### src/sv/sem_pkg.sv
// Shared types and constants for the RGB Sobel edge magnitude block.
package sem_pkg;

  localparam int unsigned REG_IDX_W = 2;

  typedef enum logic [REG_IDX_W-1:0] {
    REG_IMAGE_WIDTH  = 2'd0,
    REG_IMAGE_HEIGHT = 2'd1
  } reg_idx_t;

  localparam logic ACT_PIXEL = 1'b0;
  localparam logic ACT_FLUSH = 1'b1;

  localparam logic [11:0] WIDTH_RESET  = 12'd640;
  localparam logic [11:0] HEIGHT_RESET = 12'd480;

  // Above 255*256 the rounded root is at least 255.
  localparam logic [20:0] MAG_CLAMP_SUM = 21'd65280;
  localparam logic [7:0]  MAG_MAX       = 8'd255;

  typedef struct packed {
    logic       action;
    logic [7:0] red_in;
    logic [7:0] green_in;
    logic [7:0] blue_in;
  } in_word_t;

  typedef struct packed {
    logic [7:0] red_out;
    logic [7:0] green_out;
    logic [7:0] blue_out;
    logic       frame_last;
  } out_word_t;

  typedef enum logic [2:0] {
    ST_IDLE,
    ST_SHIFT,
    ST_GRAD,
    ST_SQUARE,
    ST_ROOT,
    ST_DONE
  } state_t;

  typedef struct packed {
    logic start;
    logic shift;
    logic grad;
    logic square;
    logic root_step;
    logic load;
  } cmd_t;

  typedef struct packed {
    logic live;
    logic emit;
    logic root_last;
    logic out_free;
  } status_t;

endpackage

### src/sv/sem_ctrl.sv
// Controller state machine that sequences one word through the datapath.
module sem_ctrl (
  input  logic             clk,
  input  logic             rst_n,
  input  logic             in_valid,
  output logic             in_ready,
  input  sem_pkg::status_t status,
  output sem_pkg::cmd_t    cmd
);
  import sem_pkg::*;

  state_t state_r, state_nxt;

  always_ff @(posedge clk) begin
    if (!rst_n) begin
      state_r <= ST_IDLE;
    end else begin
      state_r <= state_nxt;
    end
  end

  always_comb begin
    state_nxt = state_r;
    cmd       = '0;
    in_ready  = 1'b0;
    unique case (state_r)
      ST_IDLE: begin
        in_ready = 1'b1;
        if (in_valid && status.live) begin
          cmd.start = 1'b1;
          state_nxt = ST_SHIFT;
        end
      end
      ST_SHIFT: begin
        cmd.shift = 1'b1;
        state_nxt = status.emit ? ST_GRAD : ST_IDLE;
      end
      ST_GRAD: begin
        cmd.grad  = 1'b1;
        state_nxt = ST_SQUARE;
      end
      ST_SQUARE: begin
        cmd.square = 1'b1;
        state_nxt  = ST_ROOT;
      end
      ST_ROOT: begin
        cmd.root_step = 1'b1;
        if (status.root_last) begin
          state_nxt = ST_DONE;
        end
      end
      ST_DONE: begin
        if (status.out_free) begin
          cmd.load  = 1'b1;
          state_nxt = ST_IDLE;
        end
      end
      default: state_nxt = ST_IDLE;
    endcase
  end

`ifndef SYNTHESIS
  a_one_cmd: assert property (@(posedge clk) disable iff (!rst_n)
    $onehot0(cmd))
    else $error("more than one datapath command at once");
  a_start_to_shift: assert property (@(posedge clk) disable iff (!rst_n)
    cmd.start |=> cmd.shift)
    else $error("accepted word not shifted next cycle");
  a_load_free: assert property (@(posedge clk) disable iff (!rst_n)
    cmd.load |-> status.out_free)
    else $error("result loaded over a word not yet taken");
`endif

endmodule

### config.mk
export PLATFORM = sky130hd
export DESIGN_NAME = sem_ctrl
export DESIGN_NICKNAME = d
export VERILOG_FILES = /design/src/sv/sem_pkg.sv /design/src/sv/sem_ctrl.sv
export SDC_FILE = /design/constraint.sdc
export NUM_CORES = 1
export LEC_CHECK = 0
export BUFFER_PORTS_ARGS = -buffer_cell sky130_fd_sc_hd__buf_2
export CAP_MARGIN = 40
export CORE_AREA = 2 2 39 41
export CTS_CLUSTER_SIZE = 24
export DETAILED_ROUTE_END_ITERATION = 10
export DIE_AREA = 0 0 41 43
export SYNTH_ARGS = -nofsm -noshare
export SYNTH_HDL_FRONTEND = slang
export SYNTH_SLANG_ARGS = --single-unit
### constraint.sdc
create_clock -name clk -period 1.25 [get_ports clk]
set_input_delay 0.125 -clock clk [delete_from_list [all_inputs] [get_ports clk]]
set_output_delay 0.125 -clock clk [all_outputs]
set_load 0.05 [all_outputs]
Yosys cells after proc, flatten, opt, wreduce, memory -nomap -nowiden. Index checks and enable logic that the tools add are counted.

Reduce and logical (&&, ||, !) cells: 3. Muxes and demuxes: 14. Equality and inequality tests: 8.

Operator list (count): case mux 3 bit (6 select lines) (1); two-way mux 1 bit (9); two-way mux 3 bit (3); equality test 3 x 2 -> 1 bit (second input constant) (2); equality test 3 bit (second input constant) (2); inequality test 2 bit (second input constant) (3); equality test 3 x 1 -> 1 bit (second input constant) (1); zero test 3 bit (1); AND reduction 3 bit (1); two-way mux 2 bit (1); logical AND 1 bit (1).

Output and inout port bits: 7. Word-level logic and storage cells: 26. Bits of input ports: 7. Flip-flop bits (word level): 3.

Logic depth before layout (Yosys ltp). Gate-level depths: netlist (run 1).

Word-level depth: 3. Depth in mapped cells: 4. Gate-level depth less buffers: 3.

Worst setup path after synthesis (run 1). Ideal clock, no wire load.

Path type: reg-to-output. Start: register state_r[0]. End: output port cmd[5] (netlist bit). Path buffers: 1. Path slack: -0.978 ns. Cell stages (with the launch flop): 4. Data arrival time: 2.103 ns. Required time: 1.125 ns. Cell sequence: dfxtp_1 buf_6 nor3_1 and3_1.

RTL lines: start: declaration (RTL line sem_ctrl.sv:12) `state_t state_r, state_nxt;`; start signal: assignment (RTL line sem_ctrl.sv:18) `state_r <= state_nxt;`; end: declaration (RTL line sem_ctrl.sv:8) `output sem_pkg::cmd_t cmd`.

==> flow_summary.json, run 1 <==
{
  "finClkSkew_ns": 0.002035,
  "power_density_nw_per_um2": 972.8,
  "htreeDepth": 1,
  "p_leak_nw": 0.1670,
  "nNetsFinal": 50,
  "setup_slack_ns": -0.004329,
  "yosys.area_share.simple": 0.4586,
  "clockBufferDepth": 2,
  "ir_drop_v": 0.0004632,
  "synth-compound-area-share": 0.1210,
  "required_ns": 1.12,
  "fmax_ghz": 0.7972,
  "crit_path_cell_trace": "nor3_4 > and3_1 > buf_6",
  "grt_overflow_total": 0,
  "yosys_warnings": 0,
  "synth_top_family_by_area": "simple AND/OR/NAND/NOR gates",
  "cp_slowest_cell": "dfxtp_4",
  "end_kind": "output pin",
  "holdBufCountCts": 0,
  "avgRoutedWirePerCell_um": 10.41,
  "wirelength_um": 604,
  "insertion_delay_ns": 0.24,
  "cts_root_buffer": "clkbuf_4",
  "min_period_over_period": 1.003,
  "ios": 14,
  "worstHoldPathType": "input port to flip-flop",
  "tightest_slew_ns": 0.2491,
  "reg.largest.list": "state_r x3",
  "grt_max_degree": 9,
  "port_buffers": 13,
  "worstPathMaxFanout": 7,
  "drt-initial-drc-count": 1,
  "die_area_um2": 1763,
  "antenna_found_initial": 0,
  "ys_seq_area_frac": 0.3057,
  "syn_nets": 31,
  "drcViolationCount": 0,
  "arrival_ns": 1.13,
  "syn_avg_cell_area_um2": 8.185,
  "clock_sinks": 3,
  "synth_common_cells": "dfxtp_1 (3), nor2_1 (3), a21oi_1 (2), nand2_1 (2), nor2b_1 (2)",
  "synth_ff_type": "dfxtp_1",
  "num_rows": 14,
  "synth_cells": 24,
  "synth_cell_type_count": 17,
  "yosys-mux-area-fraction": 0.05732,
  "finalSetupViolCount": 1,
  "diodes": 0,
  "syn_area_um2": 196.4,
  "synth_top_area_frac": 0.3057,
  "ys_async_sr_fraction": 0,
  "synth-seq-cells": 3,
  "place_ws_ns": 0.07092,
  "cts_buffers": 3,
  "synth_edf_count": 0,
  "regMostFlops": "state_r",
  "floorplan.initialDensity": 0.1420,
  "failed_checks": "negative setup slack",
  "area_growth_pct": 92.36,
  "hold_violations": 0,
  "chipHeight_um": 43,
  "slew_headroom": 0.8351,
  "grt_pass1_wl_um": 862,
  "vias_per_cell": 4.069,
  "slew_viol_final": 0,
  "place.gp.congestion": 0.6510,
  "core-area_um2": 1384,
  "synth_xor_area_frac": 0,
  "path_class": "flip-flop to output pin",
  "drv_cap": 0,
  "clk_pin_slew_worst_paths_ns": 0.04,
  "dr.pass1.iters": 2,
  "cts_tree": "yes",
  "grt_use_total": 0.08425,
  "ant_nets": 0,
  "finalPower_mw": 0.3676,
  "num_vias": 236,
  "status": "complete, but fails checks",
  "synth_fa_ha_area_frac": 0,
  "num-fill-cells": 153,
  "die_x_um": 41,
  "grt_pass1_vias": 201,
  "drive_gt1_frac": 0.6905,
  "worst_setup_path_start_kind": "flip-flop",
  "ys_top_cells_by_area": "dfxtp_1 (31%), nor2b_1 (6.4%), nor3b_2 (6.4%)",
  "fin_crit_ns": 1.254,
  "largest_register_ffs": 3,
  "final_util": 0.2731,
  "rsz0062_at_grt": "true",
  "critPathMaxStageDelay_ns": 0.38,
  "synth_top_cell_by_area": "dfxtp_1"
}
## layer usage
layer	part of all wire	GRT usage	vias up	wire length (um)
met3	0.065	0.06283	2	39
li1	-	-	120	-
met5	0	0	-	0
met1	0.40	0.07372	104	239
met2	0.51	0.1156	10	307
met4	0.028	0.08000	0	17
## repair_timing
item                                    4_1_cts  5_1_grt
cloned                                        0        0
setup buffers                                 2        0
resized for setup                            12        4
pin swaps                                     2        0
endpoints found under the setup margin        7        4
## cell usage in the layout, fill, tap and decap left out, drive strengths merged
cell type | synthesis | routed
o2111ai | 1 | 1
clkbuf | 0 | 4
a21oi | 2 | 2
and3 | 1 | 1
dfxtp | 3 | 3
buf | 1 | 15
nor2 | 3 | 3
and3b | 1 | 1
mux2 | 1 | 1
o21ai | 1 | 1
nor2b | 2 | 2
nand2 | 3 | 3
nand2b | 1 | 1
and2 | 1 | 1
nor3 | 1 | 1
nor3b | 2 | 2
## cells by family after synthesis
| logic type | Yosys count |
|---|---|
| AO/OA/AOI/OAI | 4 |
| buffers and inverters | 1 |
| multiplexers | 1 |
| flip-flops | 3 |
| AND/OR/NAND/NOR | 15 |
## stage by stage
step,cells,hold slack (ns),setup TNS (ns),instance area [um^2]
final,58,0.1464,-0.004329,377.9
after global placement,52,0.3877,0,291.5
after global routing,58,0.1366,-0.05219,377.9
after CTS,58,0.1374,-0.02121,360.3
after detailed placement,52,0.3901,0,291.5
after floorplan,24,0.2532,-0.2941,217.7
## final timing paths
check / cells after the start / slack, ns / to / from
max reg2reg: 4 / 0.23 / state_r[1] / state_r[0]
max: 3 / -0.004 / cmd[5] / state_r[2]
min: 3 / 0.15 / state_r[0] / rst_n
min reg2reg: 1 / 0.51 / state_r[1] / state_r[2]
## area by class of cell
cell class	count	area (um^2)	area share
well taps	16	20.02	0.05298
flip-flops and latches	3	71.32	0.1887
multi-input cells	20	153.9	0.4073
clock buffers	4	26.28	0.06954
repair buffers	15	106.4	0.2815
## critical path, delay by kind of cell, from the launching register on
kind | cells | cell delay [ns]
AND/OR/NAND/NOR | 2 | 0.36
buffers and inverters | 1 | 0.16
flip-flops | 1 | 0.38
## where the power goes
part           internal, mW  switching [mW]  total, mW  leakage, nW
Clock                 0.120          0.0534      0.173       0.0150
Combinational        0.0375          0.0518     0.0892        0.125
Sequential           0.0963         0.00885      0.105       0.0267
Total                 0.254           0.114      0.368        0.167
Power figures use the tool's default switching activity.
==> inputs of run 2 (changes only) <==
MAX_ROUTING_LAYER = met4   (was default)
==> run 2 against run 1 <==
Via count unchanged. Non-clock buffer count unchanged. Setup slack about the same. Highest routed layer unchanged. The flow still finishes with violations (negative setup slack). Wire length unchanged. Total power about the same. Critical path type unchanged. First-iteration DRC count increased by 100%. Worst hold slack about the same. Clock skew about the same. Sequential power about the same. Clock-buffer cell count unchanged. Critical path depth unchanged. Global-route usage increased by 0.21 points.
==> flow_summary.json, run 2 (synthesized netlist as in run 1, its figures left out) <==
{
  "ant_nets": 0,
  "slew_viol_final": 0,
  "failed_checks": "negative setup slack",
  "port_buffers": 13,
  "worstHoldPathType": "input port to flip-flop",
  "largest_register_ffs": 3,
  "final_common_cell": "buf_2",
  "required_ns": 1.12,
  "dr.pass1.iters": 2,
  "grt_pass1_wl_um": 862,
  "min_period_over_period": 1.003,
  "drt-initial-drc-count": 2,
  "critPathMaxStageDelay_ns": 0.38,
  "cp_slowest_cell": "dfxtp_4",
  "num_vias": 236,
  "grt_max_degree": 9,
  "power_density_nw_per_um2": 972.7,
  "arrival_ns": 1.13,
  "place.gp.congestion": 0.6568,
  "chipHeight_um": 43,
  "ios": 14,
  "cts_buffers": 3,
  "finalPower_mw": 0.3676,
  "reg2reg_from": "state_r[0]",
  "reg.largest.list": "state_r x3",
  "insertion_delay_ns": 0.24,
  "grt_overflow_total": 0,
  "final_util": 0.2731,
  "holdBufCountCts": 0,
  "nNetsFinal": 50,
  "whs_ns": 0.1465,
  "finalSetupTns_ns": -0.004236,
  "core-area_um2": 1384,
  "floorplan.initialDensity": 0.1420,
  "path_class": "flip-flop to output pin",
  "area_growth_pct": 92.36,
  "end_kind": "output pin",
  "fin_cells": 58,
  "drcViolationCount": 0,
  "num-fill-cells": 153,
  "regMostFlops": "state_r",
  "worst_setup_path_start_kind": "flip-flop",
  "clockBufferDepth": 2,
  "wirelength_um": 604,
  "clk_pin_slew_worst_paths_ns": 0.04,
  "hold_violations": 0,
  "tightest_slew_ns": 0.2491,
  "crit_family": "flip-flops",
  "num_rows": 14,
  "layout_common_cells": "buf_2 (7), buf_4 (5), clkbuf_4 (3), buf_6 (3), dfxtp_4 (3)",
  "status": "complete, but fails checks",
  "crit_start": "state_r[2]",
  "crit_path_cell_trace": "nor3_4 > and3_1 > buf_6",
  "finalSetupViolCount": 1,
  "die_area_um2": 1763,
  "worstHoldStart": "rst_n",
  "cts_tree": "yes",
  "htreeDepth": 1,
  "p_leak_nw": 0.1670,
  "vias_per_cell": 4.069,
  "cts_root_buffer": "clkbuf_4",
  "grt_use_total": 0.08633,
  "ir_drop_v": 0.0004631,
  "slew_headroom": 0.8351,
  "die_x_um": 41,
  "drive_gt1_frac": 0.6905,
  "clock_sinks": 3,
  "rsz0062_at_grt": "true",
  "fin_crit_ns": 1.254,
  "antenna_found_initial": 0,
  "post-place-cells": 52,
  "worstPathMaxFanout": 7,
  "setup_slack_ns": -0.004236,
  "fmax_ghz": 0.7973,
  "grt_pass1_vias": 200,
  "avgRoutedWirePerCell_um": 10.41,
  "finClkSkew_ns": 0.002035,
  "drv_cap": 0,
  "diodes": 0,
  "path_buf_inv": 1
}
## run 2: cell counts in the layout (fill, tap and decap cells not counted)
No cell type changed its count.
## run 2: per-layer routing
layer  track usage  vias to the layer above  wire [um]
met3       0.06283                        2         38
met2        0.1156                       10        301
met1       0.07372                      104        239
met5             -                        -          0
li1              -                      120          -
met4       0.08000                        0         25
## run 2: final cells by class
class,instances,area (um^2),share of cell area
Timing Repair Buffer,15,106.4,0.2815
Multi-Input combinational cell,20,153.9,0.4073
Sequential cell,3,71.32,0.1887
Tap cell,16,20.02,0.05298
Clock buffer,4,26.28,0.06954
## run 2: power breakdown
part	leakage [nW]	total (mW)	internal [mW]	switching, mW
combinational	0.125	0.0892	0.0375	0.0518
sequential	0.0267	0.105	0.0963	0.00885
clock	0.0150	0.173	0.120	0.0534
## run 2: path summary, 6_finish.rpt
kind | to | slack [ns] | cells after the start
worst max-delay path | cmd[5] | -0.004 | 3
worst min-delay path | state_r[0] | 0.15 | 3
worst max register to register | state_r[1] | 0.23 | 4
worst min register to register | state_r[1] | 0.51 | 1
## run 2: per-stage QoR
step                setup slack [ns]  cell area, um^2
global placement             0.06681            291.5
CTS                         -0.02121            360.3
floorplan                    -0.2941            217.7
detailed placement           0.07092            291.5
global route                -0.04695            377.9
finish                     -0.004236            377.9
## run 2: worst register-to-register path: stages (launching register included)
cell and delay (ns):
dfxtp_4 0.38, buf_4 0.12, nand2_2 0.03, mux2_2 0.26
nor3b_2 0.15
## run 2: timing repair
action                                  4_1_cts  5_1_grt
resized for setup                            12        4
gates cloned                                  0        0
endpoints found under the setup margin        7        4
setup buffers                                 2        0
pin swaps                                     2        0
endpoints found under the hold margin         0        0
